--- src/rtl/iest_pkg.sv ---
// Shared types and constants for the input edge stop trigger.
`timescale 1ns / 1ps
`default_nettype none

package iest_pkg;

  localparam int unsigned CfgIdxW   = 3;
  localparam int unsigned CfgDataW  = 16;
  localparam int unsigned MaskW     = 6;
  localparam int unsigned TimeW     = 16;
  localparam int unsigned DecelW    = 16;
  localparam int unsigned InDataW   = 8;
  localparam int unsigned OutDataW  = 24;

  localparam logic [TimeW-1:0]  DebounceReset = TimeW'(200);
  localparam logic [DecelW-1:0] DecelReset    = 16'hFFFF;

  // action mask bit positions
  localparam int unsigned ActStopRise  = 0;
  localparam int unsigned ActStopFall  = 1;
  localparam int unsigned ActBrakeRise = 2;
  localparam int unsigned ActBrakeFall = 3;
  localparam int unsigned ActCbRise    = 4;
  localparam int unsigned ActCbFall    = 5;

  typedef enum logic {
    CmdSample = 1'b0,
    CmdTick   = 1'b1
  } cmd_e;

  // register index bits [2:1] select the register kind, bit 0 the channel
  typedef enum logic [1:0] {
    CfgMask     = 2'd0,
    CfgDebounce = 2'd1,
    CfgDecel    = 2'd2
  } cfg_kind_e;

  typedef struct packed {
    logic [MaskW-1:0]  mask;
    logic [TimeW-1:0]  debounce;
    logic [DecelW-1:0] decel;
  } chan_cfg_t;

  typedef struct packed {
    logic level;
    logic edge_hit;
    logic cb;
    logic brake;
    logic stop;
  } chan_res_t;

endpackage

`default_nettype wire

--- src/rtl/iest_cfg.sv ---
// Configuration register file: action masks, debounce times and stop decelerations.
`timescale 1ns / 1ps
`default_nettype none

module iest_cfg #(
  parameter int unsigned CHANNELS = 2
) (
  input  wire                              clk_i,
  input  wire                              rst_ni,
  input  wire                              we_i,
  input  wire  [iest_pkg::CfgIdxW-1:0]     index_i,
  input  wire  [iest_pkg::CfgDataW-1:0]    data_i,
  output iest_pkg::chan_cfg_t              cfg_o [CHANNELS]
);
  import iest_pkg::*;

  cfg_kind_e kind;
  assign kind = cfg_kind_e'(index_i[CfgIdxW-1:1]);

  for (genvar c = 0; c < CHANNELS; c++) begin : g_ch
    if (c < 2) begin : g_reg
      chan_cfg_t cfg_q, cfg_d;
      logic      sel;

      assign sel = we_i && (index_i[0] == 1'(c));

      always_comb begin
        cfg_d = cfg_q;
        if (sel) begin
          unique case (kind)
            CfgMask:     cfg_d.mask     = data_i[MaskW-1:0];
            CfgDebounce: cfg_d.debounce = data_i[TimeW-1:0];
            CfgDecel:    cfg_d.decel    = data_i[DecelW-1:0];
            default:     cfg_d          = cfg_q;
          endcase
        end
      end

      always_ff @(posedge clk_i or negedge rst_ni) begin
        if (!rst_ni) begin
          cfg_q.mask     <= '0;
          cfg_q.debounce <= DebounceReset;
          cfg_q.decel    <= DecelReset;
        end else begin
          cfg_q <= cfg_d;
        end
      end

      assign cfg_o[c] = cfg_q;
    end else begin : g_fixed
      // channels past the register map keep reset values
      assign cfg_o[c] = '{mask: '0, debounce: DebounceReset, decel: DecelReset};
    end
  end

endmodule

`default_nettype wire

--- src/rtl/iest_chan.sv ---
// One channel: stored level, lockout counter and edge action decode.
`timescale 1ns / 1ps
`default_nettype none

module iest_chan (
  input  wire                  clk_i,
  input  wire                  rst_ni,
  input  wire                  adv_i,
  input  wire                  tick_i,
  input  wire                  pin_i,
  input  wire iest_pkg::chan_cfg_t cfg_i,
  output iest_pkg::chan_res_t  res_o
);
  import iest_pkg::*;

  logic             level_q, level_d;
  logic [TimeW-1:0] lock_q, lock_d;
  logic             take;
  logic             brake_bit, stop_bit, cb_bit;

  assign take = !tick_i && (pin_i != level_q) && (lock_q == '0);

  always_comb begin
    level_d = level_q;
    lock_d  = lock_q;
    if (tick_i) begin
      if (lock_q != '0) lock_d = lock_q - TimeW'(1);
    end else if (take) begin
      level_d = pin_i;
      // a zero debounce time loads zero, so no lockout runs
      lock_d  = cfg_i.debounce;
    end
  end

  always_ff @(posedge clk_i or negedge rst_ni) begin
    if (!rst_ni) begin
      level_q <= 1'b0;
      lock_q  <= '0;
    end else if (adv_i) begin
      level_q <= level_d;
      lock_q  <= lock_d;
    end
  end

  assign brake_bit = pin_i ? cfg_i.mask[ActBrakeRise] : cfg_i.mask[ActBrakeFall];
  assign stop_bit  = pin_i ? cfg_i.mask[ActStopRise]  : cfg_i.mask[ActStopFall];
  assign cb_bit    = pin_i ? cfg_i.mask[ActCbRise]    : cfg_i.mask[ActCbFall];

  assign res_o.level    = level_d;
  assign res_o.edge_hit = take;
  assign res_o.cb       = take && cb_bit;
  assign res_o.brake    = take && brake_bit;
  assign res_o.stop     = take && !brake_bit && stop_bit;

endmodule

`default_nettype wire

--- src/rtl/input_edge_stop_trigger.sv ---
// Top level: input register, channel logic, request merge and result register.
//
//  channel  | direction | fields (low bit first)
//  ---------+-----------+-------------------------------------------------------
//  s_axis   | in        | tdata: pin_levels[1:0], pad; tuser: command
//  m_axis   | out       | tdata: accepted_levels, edge_taken, callback_event,
//           |           |        brake_request, stop_request, stop_decel[15:0], pad
//  cfg      | in        | cfg_index_i (register 0..5), cfg_data_i
//
// One word per cycle sustained while the result register drains; an accepted word
// passes from the input register through the channel logic into the result register.
// Reset clears levels and lockouts and loads the register reset values.
// A stalled result holds; the input register still takes a word when the
// result register drains in the same cycle.
`timescale 1ns / 1ps
`default_nettype none

module input_edge_stop_trigger #(
  parameter int unsigned CHANNELS = 2
) (
  input  wire                               clk_i,
  input  wire                               rst_ni,
  input  wire                               s_axis_tvalid,
  output logic                              s_axis_tready,
  input  wire  [iest_pkg::InDataW-1:0]      s_axis_tdata,   // pin_levels[1:0], zero pad
  input  wire                               s_axis_tuser,   // command
  output logic                              m_axis_tvalid,
  input  wire                               m_axis_tready,
  output logic [iest_pkg::OutDataW-1:0]     m_axis_tdata,   // levels, edges, cb, brake,
                                                            // stop, stop_decel, pad
  input  wire                               cfg_valid_i,
  output logic                              cfg_ready_o,
  input  wire  [iest_pkg::CfgIdxW-1:0]      cfg_index_i,
  input  wire  [iest_pkg::CfgDataW-1:0]     cfg_data_i
);
  import iest_pkg::*;

  chan_cfg_t cfg [CHANNELS];
  chan_res_t res [CHANNELS];

  logic                in_valid_q;
  cmd_e                in_cmd_q;
  logic [1:0]          in_pin_q;
  logic                adv;
  logic                out_valid_q, out_valid_d;
  logic [OutDataW-1:0] out_data_q, out_data_d;

  logic [CHANNELS-1:0] pin_vec;
  logic [1:0]          levels, edges;
  logic                cb_any, brake_any, stop_any;
  logic [DecelW-1:0]   decel_sel;

  assign cfg_ready_o = 1'b1;

  iest_cfg #(.CHANNELS(CHANNELS)) u_cfg (
    .clk_i   (clk_i),
    .rst_ni  (rst_ni),
    .we_i    (cfg_valid_i),
    .index_i (cfg_index_i),
    .data_i  (cfg_data_i),
    .cfg_o   (cfg)
  );

  // advance the input word into the result register
  assign adv           = in_valid_q && (!out_valid_q || m_axis_tready);
  assign s_axis_tready = !in_valid_q || adv;

  always_ff @(posedge clk_i or negedge rst_ni) begin
    if (!rst_ni) begin
      in_valid_q <= 1'b0;
    end else if (s_axis_tready) begin
      in_valid_q <= s_axis_tvalid;
    end
  end

  always_ff @(posedge clk_i) begin
    if (s_axis_tready && s_axis_tvalid) begin
      in_cmd_q <= cmd_e'(s_axis_tuser);
      in_pin_q <= s_axis_tdata[1:0];
    end
  end

  for (genvar c = 0; c < CHANNELS; c++) begin : g_ch
    if (c < 2) begin : g_pin
      assign pin_vec[c] = in_pin_q[c];
    end else begin : g_nopin
      assign pin_vec[c] = 1'b0;
    end

    iest_chan u_chan (
      .clk_i  (clk_i),
      .rst_ni (rst_ni),
      .adv_i  (adv),
      .tick_i (in_cmd_q == CmdTick),
      .pin_i  (pin_vec[c]),
      .cfg_i  (cfg[c]),
      .res_o  (res[c])
    );
  end

  for (genvar c = 0; c < 2; c++) begin : g_show
    if (c < CHANNELS) begin : g_on
      assign levels[c] = res[c].level;
      assign edges[c]  = res[c].edge_hit;
    end else begin : g_off
      assign levels[c] = 1'b0;
      assign edges[c]  = 1'b0;
    end
  end

  // higher channel overrides lower for the stop deceleration
  always_comb begin
    cb_any    = 1'b0;
    brake_any = 1'b0;
    stop_any  = 1'b0;
    decel_sel = '0;
    for (int c = 0; c < CHANNELS; c++) begin
      cb_any    = cb_any | res[c].cb;
      brake_any = brake_any | res[c].brake;
      if (res[c].stop) begin
        stop_any  = 1'b1;
        decel_sel = cfg[c].decel;
      end
    end
    // any brake drops the stop
    if (brake_any) begin
      stop_any  = 1'b0;
      decel_sel = '0;
    end
  end

  assign out_data_d  = {1'b0, decel_sel, stop_any, brake_any, cb_any, edges, levels};
  assign out_valid_d = adv ? 1'b1 : (out_valid_q && !m_axis_tready);

  always_ff @(posedge clk_i or negedge rst_ni) begin
    if (!rst_ni) begin
      out_valid_q <= 1'b0;
    end else begin
      out_valid_q <= out_valid_d;
    end
  end

  always_ff @(posedge clk_i) begin
    if (adv) out_data_q <= out_data_d;
  end

  assign m_axis_tvalid = out_valid_q;
  assign m_axis_tdata  = out_data_q;

  a_no_brake_and_stop : assert property (@(posedge clk_i) disable iff (!rst_ni)
    m_axis_tvalid |-> !(m_axis_tdata[5] && m_axis_tdata[6]))
    else $error("brake and stop requested together");

  a_decel_only_with_stop : assert property (@(posedge clk_i) disable iff (!rst_ni)
    (m_axis_tvalid && !m_axis_tdata[6]) |-> (m_axis_tdata[22:7] == '0))
    else $error("deceleration without stop request");

  a_tick_no_edges : assert property (@(posedge clk_i) disable iff (!rst_ni)
    (adv && (in_cmd_q == CmdTick)) |=> (m_axis_tdata[6:2] == '0))
    else $error("tick word produced an edge or request");

  a_edge_changes_level : assert property (@(posedge clk_i) disable iff (!rst_ni)
    (adv && res[0].edge_hit) |=> (m_axis_tdata[0] != $past(g_ch[0].u_chan.level_q)))
    else $error("taken edge left level unchanged");

endmodule

`default_nettype wire

--- config.mk ---
export PLATFORM = sky130hd
export DESIGN_NAME = input_edge_stop_trigger
export DESIGN_NICKNAME = d
export VERILOG_FILES = /design/src/rtl/iest_pkg.sv /design/src/rtl/iest_cfg.sv /design/src/rtl/iest_chan.sv /design/src/rtl/input_edge_stop_trigger.sv
export SDC_FILE = /design/constraint.sdc
export NUM_CORES = 1
export LEC_CHECK = 0
export BUFFER_PORTS_ARGS = -buffer_cell sky130_fd_sc_hd__buf_2
export CELL_PAD_IN_SITES_DETAIL_PLACEMENT = 1
export CELL_PAD_IN_SITES_GLOBAL_PLACEMENT = 2
export CORE_MARGIN = 4
export CORE_UTILIZATION = 41
export CTS_CLUSTER_DIAMETER = 80
export DETAILED_ROUTE_END_ITERATION = 10
export PLACE_DENSITY_LB_ADDON = 0.1
export SYNTH_ARGS = -nofsm -noshare
export SYNTH_HDL_FRONTEND = slang
export SYNTH_SLANG_ARGS = --single-unit
--- constraint.sdc ---
create_clock -name clk_i -period 3.3 [get_ports clk_i]
set_clock_uncertainty 0.1 [all_clocks]
set_input_delay 0.495 -clock clk_i [delete_from_list [all_inputs] [get_ports clk_i]]
set_output_delay 0.495 -clock clk_i [all_outputs]
set_load 0.01 [all_outputs]
# == After elaboration in Yosys (flattened, before gate mapping) ==
# Cells that the tools add are included.
# W data, S select, Z words.
# totals
output_inout_bits,27
input_bits,33
register_bits,138
word_cells,88
# op_classes
n_mux,21
n_eq_ne,6
bitwise,3
addsub,2
reduce_logical,40
# op_table
cell,count
$mux W16,8
$logic_not A16 Y1,2
$reduce_bool A16 Y1,2
$sub A16 B1 Y16 const B,2
$logic_and A1 B1 Y1,17
$mux W1,13
$reduce_and A2 Y1,6
$logic_not A1 Y1,6
$reduce_and A3 Y1,2
$ne A2 B1 Y1 const B,2
$reduce_bool A2 Y1,2
$eq A2 B1 Y1 const B,1
$eq A2 B2 Y1 const B,1
$logic_not A2 Y1,1
$logic_or A1 B1 Y1,2
$ne A1 B1 Y1,2
$or A1 B1 Y1,2
$not A1 Y1,1

# == Longest topological paths before layout ==
# Gate-level depths: netlist (run 1).
# depth
depth_word,7
depth_mapped,10
depth_no_buf,7

# == Modules after synthesis ==
# Synthesis (run 1) repeated with hierarchy kept, for this count alone.
# hier_totals
hier_cells,555
area_unflattened_um2,6854.1
# modules_own_cells
mod,seq_area_each_um2,cells_per_inst,area_each_um2,n_inst
iest_cfg,1949.4,166,3044.2,1
iest_chan,425.4,146,1275.0,2
input_edge_stop_trigger,830.8,97,1260.0,1

# == Worst setup path after synthesis (run 1) ==
# No wires, ideal clock.
# synth_path
path_kind,input to register
from,input m_axis_tready
to,register g_ch[1].u_chan.lock_q[0]
n_path_buf,1
t_arrival_ns,2.170
path_stages,7
required_ns,3.063
setup_ns,0.137
slack_ns,0.893
path_cell_list,nand2b_1 nand2_1 inv_1 clkbuf_1 nand3_1 nor2_1 o32ai_1
# synth_via
elab_chain_cells,3
# synth_lines
item,line,source
from (decl),input_edge_stop_trigger.sv:28,"input wire m_axis_tready,"
$logic_or A1 B1 Y1,input_edge_stop_trigger.sv:65,assign adv = in_valid_q && (!out_valid_q || m_axis_tready);
$logic_and A1 B1 Y1,input_edge_stop_trigger.sv:65,
named net adv,input_edge_stop_trigger.sv:44,logic adv;
$reduce_and A3 Y1 (no source line),--,
to (signal assigned),iest_chan.sv:41,lock_q <= lock_d;
to (decl),iest_chan.sv:17,"logic [TimeW-1:0] lock_q, lock_d;"
# The timed path passes the listed nets, and every way through them passes these cells.
# A chain may end at the register's enable or synchronous reset.

# == Worst setup path in the final report (run 1) ==
# layout_path
from,register g_ch[0].u_chan.lock_q[0]
to,register g_ch[0].u_chan.lock_q[11]
# layout_via
elab_chain_cells,4
word_cells_on_any_way,9
classes_between,1 x add/sub; 1 x eq/ne; 2 x mux; 5 x reduce/logical
# layout_lines
item,line
from (decl),iest_chan.sv:17
from (signal assigned),iest_chan.sv:41
"parallel branches: the longest is 4 deep, another holds $sub A16 B1 Y16",--
# Several ways; the timed one is not identified. The select of a mux whose other input is x is not followed.

==> results of run 1 <==
-- timing repair --
item / in CTS / in global routing
hold endpoints to repair: 23 / 0
hold buffers: 1 / 0
endpoints found under the setup margin: 0 / 0
-- routing by layer --
layer / vias up / track usage / wire, um
li1: 2169 / - / -
met1: 2433 / 0.284 / 8280
met2: 68 / 0.341 / 8840
met3: 15 / 0.0457 / 537
met4: 0 / 0.0538 / 196
met5: - / 0 / 0
-- worst reg2reg max path, cell delays in order, from the launching register on --
cell and delay, ps:
dfrtp_1 380, inv_1 90, ha_1 230, nor3b_2 210
and4_1 300, a21oi_1 760, nor2_1 350, a211o_1 380
-- path summary, 6_finish.rpt --
check / from / to / slack (ps) / cells after the start
setup reg to reg: g_ch[0].u_chan.lock_q[0]$_DFFE_PN0P_ / g_ch[0].u_chan.lock_q[11]$_DFFE_PN0P_ / 390 / 7
max in group asynchronous: rst_ni / u_cfg.cfg_o[61]$_DFFE_PN1P_ / 1770 / 3
hold reg to reg: u_cfg.cfg_o[26]$_DFFE_PN0P_ / g_ch[1].u_chan.lock_q[10]$_DFFE_PN0P_ / 380 / 2
hold / removal: s_axis_tdata[1] / in_pin_q[1]$_DFFE_PP_ / 140 / 1
min in group asynchronous: rst_ni / u_cfg.cfg_o[16]$_DFFE_PN0P_ / 500 / 2
setup / recovery: g_ch[0].u_chan.lock_q[0]$_DFFE_PN0P_ / g_ch[0].u_chan.lock_q[11]$_DFFE_PN0P_ / 390 / 7
-- synth_stat cells, types with 3 or more instances --
master     n  share of area
mux2_2    80           0.14
dfrtp_1   74           0.28
dfstp_2   38           0.15
nand2_1   37          0.021
a21oi_1   29          0.022
edfxtp_1  26           0.12
nor2_1    24          0.014
nor3_1    22          0.017
inv_1     18          0.010
nand3_1   18          0.014
o21ai_0   13         0.0098
clkbuf_1  12         0.0068
mux2i_1   12          0.018
or3b_1    10          0.013
a211oi_1   7         0.0079
nand4_1    7         0.0066
or3b_2     7         0.0092
and3_1     6         0.0057
buf_4      6         0.0068
nor4_1     6         0.0057
nand2b_1   5         0.0047
buf_2      4         0.0030
o31ai_1    4         0.0045
a21o_1     3         0.0034
and2_1     3         0.0028
and4_1     3         0.0040
nand4b_1   3         0.0040
nor2b_1    3         0.0028
nor3b_2    3         0.0057
nor4_2     3         0.0057
o32ai_1    3         0.0040
-- area by class of cell --
class | instances | area (um^2)
clock inverters | 15 | 173
inverters | 18 | 67.6
clock buffers | 17 | 425
multi-input cells | 367 | 2790
fillers | 1721 | 8130
well taps | 216 | 270
repair buffers | 67 | 393
flip-flops and latches | 138 | 3630
-- sequential cells by signal (all words and copies together), names as in the netlist --
| register | cells |
|---|---|
| u_cfg.cfg_o | 76 |
| g_ch.u_chan.lock_q | 32 |
| m_axis_tdata | 23 |
| g_ch.u_chan.level_q | 2 |
| in_pin_q | 2 |
| in_cmd_q | 1 |
| in_valid_q | 1 |
| m_axis_tvalid | 1 |
-- metrics by stage --
step	util	setup WS, ps
after floorplan	-	893
after global placement	0.450	442
after detailed placement	0.450	327
after CTS	0.488	312
after global routing	0.488	154
final	0.488	389
-- power by group --
group / leakage [uW] / internal [uW] / switching (uW) / total (uW)
clock: 0.000297 / 1090 / 849 / 1940
sequential: 0.00156 / 2160 / 313 / 2470
combinational: 0.00131 / 458 / 496 / 954
-- cell families after synthesis --
family	after synthesis	synth area share
adders and majority gates	2	0.00377
muxes	92	0.154
other	2	0.00113
buffers and inverters	45	0.0321
DFF	138	0.547
and+or+nand+nor	179	0.164
AOI/OAI and AO/OA	90	0.0950
xor gates and xnor gates	2	0.00264
==> results.yml, run 1 <==
sta:
  period_share: 0.882
  hold_viol: 0
  setup_tns_ps: 0
  relSlewSlack: 0.395
  setup_viol: 0
  hold_ws_ps: 144
  max_clock_freq_ghz: 0.344
  worst_pin_slew_ps: 908
  fin_crit_ps: 2910
  rsz0062_at_grt: "no"
  slew_viol_final: 0
clock_tree:
  cts_resized: 0
  cts_setup_buffers: 0
  path_clk_slew_ps: 60
  cts.path.max_buffers: 2
  cts_tree: "yes"
  cts_max_level: 4
  clock_sinks: 138
  cts_buffers: 17
  cts_root_buf: "clkbuf_16"
  insertion_delay_ps: 420
grt:
  antenna_found_initial: 0
  grt_pass1_vias: 5082
  grt_pass1_wl_um: 28800
  grt_max_degree: 75
  track_usage: 0.209
  gr-total-overflow: 0
final_layout:
  mostFrequentLayoutCell: "mux2_2"
  finalNonFillerCells: 838
  final_cell_mix: "80 x mux2_2, 74 x dfrtp_1, 50 x buf_2"
  antenna_cells: 0
  fin_nets: 644
  fin_area_mm2: 0.00775
  drive_gt1_frac: 0.395
  syn_to_final_growth_pct: 16.8
synthesis:
  synth_edf_count: 26
  synth_nets: 585
  synth_seq_area_share: 0.547
  ys.flop_type: "dfrtp_1"
  netlist_instances: 550
  synthArstFlopShare: 0.812
  synth_warnings: 0
  synth.avg_cell_area_um2: 12.1
  synth_area_mm2: 0.00664
  ys_ff_latch: 138
  ys_types: 76
flow_run:
  maxCapViolations: 0
critical_path:
  crit_arrival_ps: 3120
  critPathKind: "reg2reg"
  endpoint_kind: "register"
  slowest_delay_ps: 760
  cp.required_ps: 3500
  critPathMaxFanout: 11
  crit_chain: "inv_1 > ha_1 > nor3b_2 > and4_1 > a21oi_1 > nor2_1 > a211o_1"
  critical_path_buf_inv_count: 1
  critPathLaunchType: "register"
  cp_top_family: "compound AO/OA/AOI/OAI gates"
  slowest_stage: "a21oi_1"
placed_design:
  place.detailed.hpwl_um: 12400
  dp.cells: 805
  io_buffers: 51
  gp_congestion: 0.837
  dpl-instance-area_mm2: 0.00714
routing:
  via_per_inst: 5.59
  routed_wl_um: 17900
  route.detailed.drc: 0
  ant_nets: 0
  drt_iter0_markers: 167
  vias: 4685
  wire_per_inst_um: 21.3
  first_pass_iters: 4
status:
  status: "finished clean"
power:
  p_leak_uw: 0.00317
  p_per_area_mw_per_mm2: 692
  ir_drop_mv: 0.414
  total_power_uw: 5360
floorplanning:
  die_x_um: 135
  core_mm2: 0.0159
  rows: 46
  die_h_um: 135
  dieArea_mm2: 0.0183
  initial_core_util: 0.418
  ioPinCount: 60
min_path:
  hold_class: "in2reg"
Power figures use the tool's default switching activity.
==> run 2, diff against run 1 <==
- PLACE_DENSITY: default -> 0.86
- PLACE_DENSITY_LB_ADDON: 0.1 -> default
==> results.yml, run 2 (synthesized netlist as in run 1, its figures left out) <==
floorplanning:
  rows: 46
  die_x_um: 135
  ioPinCount: 60
  core_mm2: 0.0159
  die_h_um: 135
  initial_core_util: 0.418
  dieArea_mm2: 0.0183
clock_tree:
  path_clk_slew_ps: 60
  cts_root_buf: "clkbuf_16"
  clock_sinks: 138
  cts_tree: "yes"
  cts_max_level: 4
  cts_setup_buffers: 0
  cts_buffers: 17
  cts_resized: 0
  insertion_delay_ps: 430
  cts_hold_buf: 1
  cts.path.max_buffers: 2
grt:
  antenna_found_initial: 0
  grt_pass1_wl_um: 29100
  grt_max_degree: 51
  grt_pass1_vias: 5218
  gr-total-overflow: 0
  track_usage: 0.208
routing:
  ant_nets: 0
  first_pass_iters: 4
  vias: 4816
  route.detailed.drc: 0
  via_per_inst: 5.73
  wire_per_inst_um: 21.2
  drt_iter0_markers: 284
  routed_wl_um: 17800
final_layout:
  antenna_cells: 0
  post-route-util: 0.488
  mostFrequentLayoutCell: "mux2_2"
  fin_nets: 647
  syn_to_final_growth_pct: 16.9
  finalNonFillerCells: 841
  drive_gt1_frac: 0.394
  largest_reg_flops: 76
  final_cell_mix: "80 x mux2_2, 74 x dfrtp_1, 50 x buf_2"
critical_path:
  critPathKind: "reg2reg"
  cp_top_family: "simple AND/OR/NAND/NOR gates"
  cp.required_ps: 3370
  critPathMaxFanout: 33
  crit_chain: "inv_1 > ha_1 > nor4b_1 > nand4_1 > nor3_2 > buf_4 > or3b_1 > a21oi_1"
  critPathLaunchType: "register"
  endpoint_kind: "register"
  slowest_delay_ps: 620
  critical_path_buf_inv_count: 2
  slowest_stage: "nor4b_1"
  reg2reg_slack_ps: 440
  crit_arrival_ps: 2930
sta:
  worst_pin_slew_ps: 880
  slew_viol_final: 0
  period_share: 0.867
  setup_tns_ps: 0
  setup_viol: 0
  relSlewSlack: 0.409
  rsz0062_at_grt: "no"
  max_clock_freq_ghz: 0.350
  hold_viol: 0
  fin_crit_ps: 2860
power:
  p_leak_uw: 0.00316
  p_per_area_mw_per_mm2: 686
  ir_drop_mv: 0.577
flow_run:
  maxCapViolations: 0
placed_design:
  dp.cells: 808
  gp_congestion: 0.848
  io_buffers: 51
  place.detailed.hpwl_um: 12300
status:
  status: "finished clean"
min_path:
  hold_class: "in2reg"
-- run 2: changes by cell type in the layout (fill, tap and decap cells not counted) --
cell        delta
buf_4          +3
inv_6          -6
inv_8          -5
clkbuf_1       +1
clkinv_1       +2
clkinv_2       +1
bufinv_16      +1
clkinv_8       -1
clkinv_4       +5
clkinvlp_4     +2
-- run 2: stage by stage --
| step | total power, uW | area, um^2 | hold WS, ps | worst slack, ps |
|---|---|---|---|---|
| floorplan | 3120 | 6640 | 99.4 | 893 |
| global placement | 3390 | 7170 | 330 | 635 |
| detailed placement | 3490 | 7170 | 340 | 505 |
| CTS | 5370 | 7750 | 125 | 423 |
| global route | 5610 | 7750 | 118 | 200 |
| finish | 5320 | 7750 | 142 | 439 |
-- run 2: metal layers --
metal / global-route usage / part of all wire / vias to the layer above
met4: 0.0588 / 0.016 / 0
met3: 0.0468 / 0.037 / 20
met5: 0 / 0 / -
met1: 0.268 / 0.43 / 2523
li1: - / - / 2171
met2: 0.353 / 0.51 / 102
-- run 2: path summary, 6_finish.rpt --
kind,start,end,cells past startpoint
max,g_ch[1].u_chan.lock_q[0]$_DFFE_PN0P_,m_axis_tdata[17]$_SDFFCE_PP0P_,8
min,s_axis_tdata[0],in_pin_q[0]$_DFFE_PP_,1
max reg2reg,g_ch[1].u_chan.lock_q[0]$_DFFE_PN0P_,m_axis_tdata[17]$_SDFFCE_PP0P_,8
min reg2reg,g_ch[0].u_chan.lock_q[11]$_DFFE_PN0P_,g_ch[0].u_chan.lock_q[11]$_DFFE_PN0P_,1
max in group asynchronous,rst_ni,u_cfg.cfg_o[60]$_DFFE_PN1P_,3
min in group asynchronous,rst_ni,u_cfg.cfg_o[36]$_DFFE_PN0P_,2
-- run 2: area by class of cell --
| cell class | instances | area, um^2 |
|---|---|---|
| fill | 1716 | 8130 |
| clock buffer | 18 | 429 |
| clock inverter | 14 | 149 |
| sequential | 138 | 3630 |
| timing repair buffer | 70 | 415 |
| tap | 216 | 270 |
| multi-input combinational | 367 | 2790 |
| inverter | 18 | 67.6 |
-- run 2: power by group --
group / switching [uW] / internal [uW]
Sequential: 315 / 2160
Combinational: 517 / 471
Clock: 743 / 1110
Total: 1580 / 3750
==> run 3, diff against run 2 <==
- BUFFER_PORTS_ARGS: -buffer_cell sky130_fd_sc_hd__buf_2 -> default
- CORE_UTILIZATION: 41 -> 43
- DONT_BUFFER_PORTS: default -> 1
- PLACE_DENSITY: 0.86 -> 0.85
==> results.yml, run 3 (synthesized netlist as in run 1, its figures left out) <==
placed_design:
  place.detailed.hpwl_um: 11800
  dp.cells: 723
  pre_cts_ws_ps: 350
  dpl-instance-area_mm2: 0.00682
  io_buffers: 0
  gp_congestion: 0.868
clock_tree:
  insertion_delay_ps: 420
  cts.path.max_buffers: 2
  cts_root_buf: "clkbuf_16"
  cts_buffers: 17
  path_clk_slew_ps: 70
  cts_resized: 0
  cts_max_level: 4
  cts_tree: "yes"
  clock_sinks: 138
critical_path:
  cp.required_ps: 3510
  critPathLaunchType: "register"
  critPathMaxFanout: 11
  crit_arrival_ps: 3130
  endpoint_kind: "register"
  critPathKind: "reg2reg"
final_layout:
  largest_reg_flops: 76
  finalNonFillerCells: 757
  mostFrequentLayoutCell: "mux2_2"
  fin_area_mm2: 0.00749
  antenna_cells: 0
  syn_to_final_growth_pct: 13.0
  fin_nets: 591
  final_cell_mix: "80 x mux2_2, 74 x dfrtp_1, 38 x dfstp_2"
  drive_gt1_frac: 0.337
floorplanning:
  rows: 45
  dieArea_mm2: 0.0175
  die_h_um: 132
  core_mm2: 0.0151
  ioPinCount: 60
  die_x_um: 132
  initial_core_util: 0.438
routing:
  route.detailed.drc: 0
  ant_nets: 0
  vias: 4556
  via_per_inst: 6.02
  wire_per_inst_um: 23.2
  routed_wl_um: 17600
  first_pass_iters: 4
  drt_iter0_markers: 238
power:
  ir_drop_mv: 0.388
  switchingPower_uw: 1570
  pwr-share-clk: 0.377
  seq_power_share: 0.458
  power_frac_comb: 0.165
  p_sw_frac: 0.288
  p_leak_uw: 0.00297
  p_per_area_mw_per_mm2: 727
  p_int_uw: 3880
grt:
  gr-total-overflow: 0
  grt_pass1_wl_um: 28700
  antenna_found_initial: 0
  grt_pass1_vias: 5146
  track_usage: 0.212
  grt_max_degree: 113
sta:
  slew_viol_final: 0
  setup_tns_ps: 0
  relSlewSlack: 0.379
  fin_crit_ps: 2920
  worst_pin_slew_ps: 931
  finalWorstSetupSlack_ps: 375
  period_share: 0.886
  hold_viol: 0
  rsz0062_at_grt: "no"
  max_clock_freq_ghz: 0.342
  setup_viol: 0
status:
  status: "finished clean"
min_path:
  hold_class: "in2reg"
flow_run:
  maxCapViolations: 0
==> run 3: layer usage <==
layer | up-vias | part of all wire | track usage
met1 | 2368 | 0.43 | 0.267
met5 | - | 0 | 0
met4 | 0 | 0.027 | 0.0849
met2 | 93 | 0.50 | 0.349
li1 | 2065 | - | -
met3 | 30 | 0.049 | 0.0546
==> run 3: through the flow <==
stage	total power, uW	hold WS, ps	utilization
3_5_place_dp	3380	102	0.450
2_1_floorplan	3120	99.4	-
5_1_grt	5740	47.9	0.495
6_report	5450	66.9	0.495
3_3_place_gp	3290	102	0.450
4_1_cts	5480	50.9	0.495
==> run 3: worst paths after layout <==
| check | from | to | depth (start not counted) | slack (ps) |
|---|---|---|---|---|
| max | g_ch[0].u_chan.lock_q[0]$_DFFE_PN0P_ | g_ch[0].u_chan.lock_q[11]$_DFFE_PN0P_ | 7 | 380 |
| min | s_axis_tuser | in_cmd_q$_DFFE_PP_ | 0 | 70 |
| max reg2reg | g_ch[0].u_chan.lock_q[0]$_DFFE_PN0P_ | g_ch[0].u_chan.lock_q[11]$_DFFE_PN0P_ | 7 | 380 |
| min reg2reg | u_cfg.cfg_o[21]$_DFFE_PN0P_ | g_ch[1].u_chan.lock_q[5]$_DFFE_PN0P_ | 1 | 400 |
| max in group asynchronous | rst_ni | g_ch[0].u_chan.lock_q[9]$_DFFE_PN0P_ | 2 | 2080 |
| min in group asynchronous | rst_ni | u_cfg.cfg_o[36]$_DFFE_PN0P_ | 2 | 550 |
==> run 3: layout make-up <==
cell class              instances  area [um^2]
fillers                      1541         7650
flip-flops and latches        138         3630
multi-input cells             367         2790
clock buffers                  20          468
well taps                     188          235
clock inverters                12          174
repair buffers                 14          128
inverters                      18         67.6
==> run 3: timing repair <==
action,CTS,global route
setup buffers,0,0
setup endpoints to repair,0,0
hold endpoints to repair,112,0
hold buffers,2,0
==> run 3: worst max-delay path: stages (launching register included) <==
cell and delay, ps:
dfrtp_1 380, inv_1 90, ha_1 240, nor3b_2 210, and4_1 300, a21oi_1 770
nor2_1 340, a211o_1 380
==> run 3: power groups by stage <==
stage	clock network [uW]	logic, uW	registers (uW)
floorplan	0	724	2390
global placement	0	807	2480
detailed placement	0	859	2520
CTS	2090	903	2500
global route	2180	1000	2560
finish	2060	897	2500
